$ cat config.mk
export PLATFORM = sky130hd
export DESIGN_NAME = utf8_to_utf16le_transcoder_top
export DESIGN_NICKNAME = d
export VERILOG_FILES = /design/src/hw/rtl/u8u16_pkg.sv /design/src/hw/rtl/utf8_to_utf16le_transcoder_top.sv /design/src/hw/rtl/u8u16_ctrl.sv /design/src/hw/rtl/u8u16_dp.sv
export SDC_FILE = /design/constraint.sdc
export NUM_CORES = 1
export LEC_CHECK = 0
export BUFFER_PORTS_ARGS = -buffer_cell sky130_fd_sc_hd__buf_4
export CAP_MARGIN = 10
export CORE_MARGIN = 4
export CORE_UTILIZATION = 55
export DETAILED_ROUTE_END_ITERATION = 10
export GPL_ROUTABILITY_DRIVEN = 0
export PLACE_DENSITY = 0.76
export SYNTH_ARGS = -nofsm -noshare
export SYNTH_HDL_FRONTEND = slang
export SYNTH_SLANG_ARGS = --single-unit
$ cat constraint.sdc
create_clock -name clk -period 4.7 [get_ports clk]
set_clock_uncertainty 0.05 [all_clocks]
set_input_delay 0.94 -clock clk [delete_from_list [all_inputs] [get_ports clk]]
set_output_delay 0.94 -clock clk [all_outputs]
set_load 0.005 [all_outputs]
$ cat src/hw/rtl/u8u16_pkg.sv
// Shared types, constants and helpers for the UTF-8 to UTF-16LE transcoder.
package u8u16_pkg;

  localparam int BYTE_W = 8;
  localparam int UNIT_W = 16;
  localparam int CP_W   = 21;
  localparam int CAP_W  = 7;
  localparam int SEQ_N  = 4;
  localparam int LEN_W  = 3;

  localparam logic [CAP_W-1:0]  CAP_RESET   = 7'd64;
  localparam logic [CP_W-1:0]   PAIR_OFFSET = 21'h10000;
  localparam logic [UNIT_W-1:0] HI_BASE     = 16'hD800;
  localparam logic [UNIT_W-1:0] LO_BASE     = 16'hDC00;

  typedef logic [BYTE_W-1:0] byte_t;

  // Controller -> datapath commands
  typedef struct packed {
    logic load;     // take the input byte into the sequence buffer
    logic emit;     // decode one code point, push its (first) unit
    logic emit_lo;  // push the low surrogate of a pair
    logic finish;   // flush the pending unit, close the step
  } u8u16_cmd_t;

  // Datapath -> controller status
  typedef struct packed {
    logic hold;     // incoming byte leaves the sequence incomplete
    logic out_free; // output register can take a unit this cycle
    logic run_end;  // nothing left to decode, or output already full
    logic no_room;  // next code point does not fit in the capacity
    logic is_pair;  // next code point needs a surrogate pair
  } u8u16_sts_t;

  // Number of continuation bytes a lead byte asks for.
  function automatic logic [1:0] follow_count(input byte_t c);
    logic [1:0] k;
    k = 2'd0;
    if ((c & 8'hE0) == 8'hC0) begin
      k = 2'd1;
    end else if ((c & 8'hF0) == 8'hE0) begin
      k = 2'd2;
    end else if ((c & 8'hF8) == 8'hF0) begin
      k = 2'd3;
    end
    return k;
  endfunction

endpackage

$ cat src/hw/rtl/utf8_to_utf16le_transcoder_top.sv
// Top level of the UTF-8 to UTF-16LE transcoder.
//
//  channel | dir | handshake            | payload
//  in_     | in  | in_tvalid/in_tready  | in_tdata = text_byte, in_tlast = end_of_text
//  out_    | out | out_tvalid/out_tready| out_tdata = code_unit, out_tuser = unit_valid,
//          |     |                      | out_tlast = run_last
//  cfg_    | in  | cfg_we               | cfg_wdata = capacity_units
//
// A lead byte or continuation that leaves a sequence open is taken while the
// sequencer stays idle. A decoding step walks code points one at a time (a pair
// needs a second state for its low unit); the step closes before the next byte.
// Units pass through a pending register and an output register, so out_tready
// low stalls only the sequencer. Reset (rst_n, synchronous) clears all string
// state and sets capacity_units to 64.
module utf8_to_utf16le_transcoder_top #(
  parameter int MAX_UNITS = 64
) (
  input  logic        clk,
  input  logic        rst_n,
  input  logic        in_tvalid,
  output logic        in_tready,
  input  logic [7:0]  in_tdata,   // [7:0] text_byte
  input  logic        in_tlast,
  output logic        out_tvalid,
  input  logic        out_tready,
  output logic [15:0] out_tdata,  // [15:0] code_unit
  output logic [0:0]  out_tuser,  // [0] unit_valid
  output logic        out_tlast,
  input  logic        cfg_we,
  input  logic [6:0]  cfg_wdata
);

  u8u16_pkg::u8u16_cmd_t cmd;
  u8u16_pkg::u8u16_sts_t sts;
  logic                  uvalid;

  u8u16_ctrl u_ctrl (
    .clk      (clk),
    .rst_n    (rst_n),
    .in_valid (in_tvalid),
    .in_ready (in_tready),
    .sts      (sts),
    .cmd      (cmd)
  );

  u8u16_dp #(
    .MAX_UNITS (MAX_UNITS)
  ) u_dp (
    .clk        (clk),
    .rst_n      (rst_n),
    .in_byte    (in_tdata),
    .in_last    (in_tlast),
    .cfg_we     (cfg_we),
    .cfg_wdata  (cfg_wdata),
    .cmd        (cmd),
    .sts        (sts),
    .out_ready  (out_tready),
    .out_valid  (out_tvalid),
    .out_unit   (out_tdata),
    .out_uvalid (uvalid),
    .out_last   (out_tlast)
  );

  assign out_tuser = uvalid;

endmodule

$ cat src/hw/rtl/u8u16_ctrl.sv
// Sequencer: accepts bytes, walks code points, closes each step.
module u8u16_ctrl (
  input  logic                  clk,
  input  logic                  rst_n,
  input  logic                  in_valid,
  output logic                  in_ready,
  input  u8u16_pkg::u8u16_sts_t sts,
  output u8u16_pkg::u8u16_cmd_t cmd
);

  localparam logic [1:0] ST_IDLE = 2'd0;
  localparam logic [1:0] ST_DEC  = 2'd1;
  localparam logic [1:0] ST_LO   = 2'd2;

  logic [1:0] state_r, state_nxt;

  always_ff @(posedge clk) begin
    if (!rst_n) begin
      state_r <= ST_IDLE;
    end else begin
      state_r <= state_nxt;
    end
  end

  always_comb begin
    state_nxt = state_r;
    cmd       = '0;
    in_ready  = 1'b0;
    unique case (state_r)
      ST_IDLE: begin
        in_ready = 1'b1;
        if (in_valid) begin
          cmd.load = 1'b1;
          if (!sts.hold) begin
            state_nxt = ST_DEC;
          end
        end
      end
      ST_DEC: begin
        if (sts.out_free) begin
          if (sts.run_end || sts.no_room) begin
            cmd.finish = 1'b1;
            state_nxt  = ST_IDLE;
          end else begin
            cmd.emit  = 1'b1;
            state_nxt = sts.is_pair ? ST_LO : ST_DEC;
          end
        end
      end
      ST_LO: begin
        if (sts.out_free) begin
          cmd.emit_lo = 1'b1;
          state_nxt   = ST_DEC;
        end
      end
      default: begin
        state_nxt = ST_IDLE;
      end
    endcase
  end

endmodule

$ cat src/hw/rtl/u8u16_dp.sv
// Datapath: byte buffer, code point decode, capacity count, output register.
module u8u16_dp #(
  parameter int MAX_UNITS = 64
) (
  input  logic                                  clk,
  input  logic                                  rst_n,
  input  u8u16_pkg::byte_t                      in_byte,
  input  logic                                  in_last,
  input  logic                                  cfg_we,
  input  logic [u8u16_pkg::CAP_W-1:0]           cfg_wdata,
  input  u8u16_pkg::u8u16_cmd_t                 cmd,
  output u8u16_pkg::u8u16_sts_t                 sts,
  input  logic                                  out_ready,
  output logic                                  out_valid,
  output logic [u8u16_pkg::UNIT_W-1:0]          out_unit,
  output logic                                  out_uvalid,
  output logic                                  out_last
);

  localparam int UW = $clog2(MAX_UNITS + 1);
  localparam int SW = ((UW > u8u16_pkg::CAP_W) ? UW : u8u16_pkg::CAP_W) + 2;
  localparam int LW = u8u16_pkg::LEN_W;
  localparam int CW = u8u16_pkg::CP_W;
  localparam int XW = u8u16_pkg::UNIT_W;

  // configuration
  logic [u8u16_pkg::CAP_W-1:0] cap_r, cap_nxt;

  // per-string state
  logic [u8u16_pkg::SEQ_N-1:0][u8u16_pkg::BYTE_W-1:0] seq_r, seq_nxt;
  logic [LW-1:0] len_r, len_nxt;
  logic [UW-1:0] units_r, units_nxt;
  logic          full_r, full_nxt;
  logic          last_r, last_nxt;

  // pending unit and output register
  logic [XW-1:0] pend_r, pend_nxt;
  logic          pend_v_r, pend_v_nxt;
  logic [XW-1:0] lo_r, lo_nxt;
  logic          ov_r, ov_nxt;
  logic [XW-1:0] ou_r, ou_nxt;
  logic          ouv_r, ouv_nxt;
  logic          ol_r, ol_nxt;

  // capacity
  logic [SW-1:0] cap_ext, max_ext, cap_eff, units_ext;

  // decode
  u8u16_pkg::byte_t c0, first_byte;
  logic [1:0]    k, need;
  logic          complete;
  logic [CW-1:0] cp, v;
  logic [LW-1:0] adv;
  logic [XW-1:0] hi_unit, lo_unit;
  logic          pair;

  assign cap_ext   = SW'(cap_r);
  assign max_ext   = SW'(MAX_UNITS);
  assign cap_eff   = (cap_ext > max_ext) ? max_ext : cap_ext;
  assign units_ext = SW'(units_r);

  assign c0       = seq_r[0];
  assign k        = u8u16_pkg::follow_count(c0);
  assign complete = (k != 2'd0) && ({1'b0, k} < len_r);

  always_comb begin
    cp  = CW'(c0);
    adv = LW'(1);
    if (complete) begin
      adv = LW'(k) + LW'(1);
      case (k)
        2'd1:    cp = CW'({c0[4:0], seq_r[1][5:0]});
        2'd2:    cp = CW'({c0[3:0], seq_r[1][5:0], seq_r[2][5:0]});
        default: cp = {c0[2:0], seq_r[1][5:0], seq_r[2][5:0], seq_r[3][5:0]};
      endcase
    end
  end

  assign pair    = (cp >= u8u16_pkg::PAIR_OFFSET);
  assign v       = cp - u8u16_pkg::PAIR_OFFSET;
  assign hi_unit = u8u16_pkg::HI_BASE + XW'(v[CW-1:10]);
  assign lo_unit = u8u16_pkg::LO_BASE | XW'(v[9:0]);

  // hold check looks at the lead byte as it stands after this byte is taken
  assign first_byte = (len_r == '0) ? in_byte : seq_r[0];
  assign need       = u8u16_pkg::follow_count(first_byte);

  always_comb begin
    sts.hold     = !in_last && (need != 2'd0) && (len_r < {1'b0, need});
    sts.out_free = !ov_r || out_ready;
    sts.run_end  = (len_r == '0) || full_r;
    sts.no_room  = (units_ext + SW'(1) > cap_eff) ||
                   (pair && (units_ext + SW'(2) > cap_eff));
    sts.is_pair  = pair;
  end

  always_comb begin
    cap_nxt    = cfg_we ? cfg_wdata : cap_r;
    seq_nxt    = seq_r;
    len_nxt    = len_r;
    units_nxt  = units_r;
    full_nxt   = full_r;
    last_nxt   = last_r;
    pend_nxt   = pend_r;
    pend_v_nxt = pend_v_r;
    lo_nxt     = lo_r;
    ov_nxt     = ov_r && !out_ready;
    ou_nxt     = ou_r;
    ouv_nxt    = ouv_r;
    ol_nxt     = ol_r;

    if (cmd.load) begin
      seq_nxt[len_r[1:0]] = in_byte;
      len_nxt             = len_r + LW'(1);
      last_nxt            = in_last;
    end

    if (cmd.emit || cmd.emit_lo) begin
      if (pend_v_r) begin
        ov_nxt  = 1'b1;
        ou_nxt  = pend_r;
        ouv_nxt = 1'b1;
        ol_nxt  = 1'b0;
      end
      pend_v_nxt = 1'b1;
    end

    if (cmd.emit) begin
      seq_nxt = seq_r >> {adv, 3'b000};
      len_nxt = len_r - adv;
      if (pair) begin
        pend_nxt  = hi_unit;
        lo_nxt    = lo_unit;
        units_nxt = UW'(units_ext + SW'(2));
      end else begin
        pend_nxt  = cp[XW-1:0];
        units_nxt = UW'(units_ext + SW'(1));
      end
    end

    if (cmd.emit_lo) begin
      pend_nxt = lo_r;
    end

    if (cmd.finish) begin
      if (pend_v_r) begin
        ov_nxt  = 1'b1;
        ou_nxt  = pend_r;
        ouv_nxt = 1'b1;
        ol_nxt  = last_r;
      end else if (last_r) begin
        // empty closing result
        ov_nxt  = 1'b1;
        ou_nxt  = '0;
        ouv_nxt = 1'b0;
        ol_nxt  = 1'b1;
      end
      pend_v_nxt = 1'b0;
      len_nxt    = '0;
      if (last_r) begin
        units_nxt = '0;
        full_nxt  = 1'b0;
      end else if (!sts.run_end && sts.no_room) begin
        full_nxt = 1'b1;
      end
    end
  end

  always_ff @(posedge clk) begin
    if (!rst_n) begin
      cap_r    <= u8u16_pkg::CAP_RESET;
      len_r    <= '0;
      units_r  <= '0;
      full_r   <= 1'b0;
      last_r   <= 1'b0;
      pend_v_r <= 1'b0;
      ov_r     <= 1'b0;
    end else begin
      cap_r    <= cap_nxt;
      len_r    <= len_nxt;
      units_r  <= units_nxt;
      full_r   <= full_nxt;
      last_r   <= last_nxt;
      pend_v_r <= pend_v_nxt;
      ov_r     <= ov_nxt;
    end
  end

  always_ff @(posedge clk) begin
    seq_r  <= seq_nxt;
    pend_r <= pend_nxt;
    lo_r   <= lo_nxt;
    ou_r   <= ou_nxt;
    ouv_r  <= ouv_nxt;
    ol_r   <= ol_nxt;
  end

  assign out_valid  = ov_r;
  assign out_unit   = ou_r;
  assign out_uvalid = ouv_r;
  assign out_last   = ol_r;

endmodule

==> run_results.csv <==
group,metric,value,unit
status,outcome,"complete, no violations",
timing,hold_viol,0,
setup_path,cpMaxStageDelayCell,"edfxtp_1",
global_routing,grt_pass1_vias,4853,
timing,timing.slew.headroom,0.225,
yosys,synth_edf_count,58,
die,design.core.area,10500,µm²
global_routing,grtUsageTotal,0.235,
timing,rsz0062_at_grt,"no",
die,initial_utilization,0.572,
setup_path,path_max_fanout,6,
route,vias_per_cell,6.26,
yosys,syn_inst,651,
cells_and_area,diodes,0,
clock_network,insertion_delay,0.40,ns
pwr,cellInternalPower,0.00175,W
cells_and_area,nNetsFinal,729,
clock_network,cts_made_buffers,9,
clock_network,clock-sinks,99,
setup_path,critPathCaptureType,"flop",
global_routing,grt_remaining_overflow,0,
timing,period_share,0.927,
route,wl_per_cell,18.0,µm
yosys,synth_seq_area_share,0.428,
global_routing,grt_max_degree,65,
setup_path,crit_buf_inv,5,
yosys,async_flop_share,0,
yosys,syn_nets,698,
placed_design,portBuffers,40,
clock_network,ctsHoldBuffers,0,
setup_path,crit_path_start_kind,"flop",
timing,slew_violations,0,
yosys,synth-warning-count,0,
clock_network,clockBufferDepth,2,
yosys,netlist_area,5990,µm²
timing,max_slew.worst_pin.slew,1.16,ns
pwr,leakagePower,2.55,nW
yosys,synth_area_leaders,"edfxtp_1, dfxtp_1, nand2_1, ha_1, mux2i_1",
setup_path,setup.worst_path.class,"flop to flop",
route,routed_wl,14800,µm
clock_network,clk_pin_slew,0.11,ns
route,first_pass_iters,7,
yosys,synth_ff_type,"edfxtp_1",
pwr,combPwrFrac,0.333,
pwr,switching_share,0.359,
clock_network,htree_levels,3,
pwr,power.switching,0.000978,W
cells_and_area,final_cell_mix,"nand2_1, edfxtp_1, nor2_1, buf_4",
clock_network,cts_tree,"built",
yosys,avgSynthCellArea,9.20,µm²
yosys,yosysTopAreaCellShare,0.291,
route,drt_iter0_markers,517,
setup_path,arrival,4.60,ns
timing,setup-tns-final,0,ns
route,drc_errors,0,
route,num_vias,5149,
job,drv_cap,0,
pwr,ir_drop,0.323,mV
die,rows,37,
setup_path,required,4.94,ns
pwr,pwr-share-clk,0.220,
placed_design,hpwlAfterDp,11000,µm
cells_and_area,syn_to_final_growth,10.1,%
die,io_pins,41,
die,die_h,112,µm
setup_path,crit_family,"compound AO/OA/AOI/OAI gates",
die,die_w,112,µm
timing,layout_min_cycle_time,4.36,ns
worst_hold_path,hp-class,"flop to flop",
global_routing,grt_pass1_wl,24200,µm
timing,fmax,229,MHz
yosys,yosys_register_bits,99,
route,ant_nets,0,
cells_and_area,drive_gt1_frac,0.130,
die,die-area,12600,µm²
setup_path,path_common_cell,"inv_1",
pwr,seq_power_share,0.447,
setup_path,max_stage_delay,0.48,ns
clock_network,cts-root-buf,"clkbuf_8",
pwr,cellPowerDensity,413,nW/µm²
clock_network,postCtsSetupRepairBufs,0,
yosys,ys_types,69,
cells_and_area,fin_util,0.630,
cells_and_area,mostFrequentLayoutCell,"nand2_1",
timing,finalSetupViolations,0,
global_routing,grt_antenna_before_repair,0,
clock_network,cts.repair.resized,0,
yosys,synth_top_area_cell,"edfxtp_1",
[final cells by class]
cell class / count / area (µm²)
sequential: 99 / 2560
multi-input combinational: 488 / 3110
inverter: 28 / 105
clock buffer: 9 / 124
tap: 136 / 170
fill: 885 / 3870
timing repair buffer: 56 / 433
clock inverter: 7 / 87.6
[state kept, by name, summed over array words and instances, names as in the netlist, 2 cells and up]
signal / flops
u_dp.units_r: 7
u_dp.len_r: 3
u_dp.pend_r: 16
u_dp.cap_r: 7
u_ctrl.state_r: 2
u_dp.c0: 8
u_dp.out_unit: 16
u_dp.lo_r: 10
u_dp.seq_r: 24
[worst register-to-register path, stage by stage (launching register included)]
cell	delay [ns]
edfxtp_1	0.48
nand2_1	0.11
nand4_1	0.17
inv_1	0.15
ha_1	0.20
nor2_1	0.05
o21bai_1	0.18
a21boi_1	0.29
nor2_2	0.11
nand2_1	0.14
inv_1	0.06
ha_1	0.19
nor3b_1	0.14
nand3_1	0.08
a31oi_1	0.04
mux2i_1	0.31
o21ai_4	0.10
a21oi_1	0.17
buf_4	0.16
nand2_1	0.06
ha_1	0.20
inv_1	0.07
fa_1	0.19
inv_1	0.06
o311a_1	0.37
mux2i_1	0.12
[worst paths after layout]
kind,start,to,slack [ns],cells past startpoint
worst min register to register,u_dp.pend_v_r,u_dp.out_uvalid,0.42,2
worst min-delay path,u_dp.pend_v_r,u_dp.out_uvalid,0.42,2
worst max-delay path,u_dp.c0[3],u_dp.len_r[2],0.34,25
worst max register to register,u_dp.c0[3],u_dp.len_r[2],0.34,25
[synth_stat cells, types with 6 or more instances]
| cell | number |
|---|---|
| nand2_1 | 89 |
| edfxtp_1 | 58 |
| nor2_1 | 56 |
| dfxtp_1 | 41 |
| o21ai_0 | 41 |
| nand3_1 | 40 |
| a21oi_1 | 36 |
| inv_1 | 28 |
| mux2i_1 | 26 |
| ha_1 | 25 |
| o31ai_1 | 24 |
| a22o_1 | 23 |
| clkbuf_1 | 17 |
| a211oi_1 | 9 |
| xnor2_1 | 9 |
| buf_2 | 8 |
| nor3_1 | 8 |
| a221oi_1 | 7 |
| nand4_1 | 6 |
| o221ai_1 | 6 |
| or4_1 | 6 |
[kinds of logic after synthesis]
logic type / share of synthesized area
and+or+nand+nor: 0.185
AOI/OAI and AO/OA: 0.216
DFF: 0.428
buffers and inverters: 0.0541
muxes: 0.0453
adders and majority gates: 0.0556
xor gates and xnor gates: 0.0161
[through the flow]
step / worst slack, ns / cells / area (µm²) / total power [W] / hold slack (ns)
after floorplan: 0.0178 / 651 / 5990 / 0.00182 / 0.379
after global placement: 0.603 / 803 / 6350 / 0.00208 / 0.390
after detailed placement: 0.365 / 803 / 6350 / 0.00211 / 0.403
after CTS: 0.336 / 819 / 6560 / 0.00271 / 0.419
after global routing: 0.0102 / 823 / 6590 / 0.00287 / 0.439
final: 0.341 / 823 / 6590 / 0.00273 / 0.418
[power groups by stage]
stage	combinational, W	clock, W	sequential [W]
after global placement	0.000849	0	0.00123
after floorplan	0.000630	0	0.00119
after CTS	0.000884	0.000608	0.00121
after global routing	0.000989	0.000649	0.00123
after detailed placement	0.000881	0	0.00123
final	0.000907	0.000601	0.00122
[per-layer routing]
metal,vias up,part of all wire,GRT usage,routed length (µm)
li1,2475,-,-,-
met2,243,0.47,0.378,7000
met1,2398,0.42,0.312,6290
met4,0,0.019,0.0881,288
met3,33,0.083,0.0539,1230
met5,-,0,0,0
(Power assumes the default switching activity.)
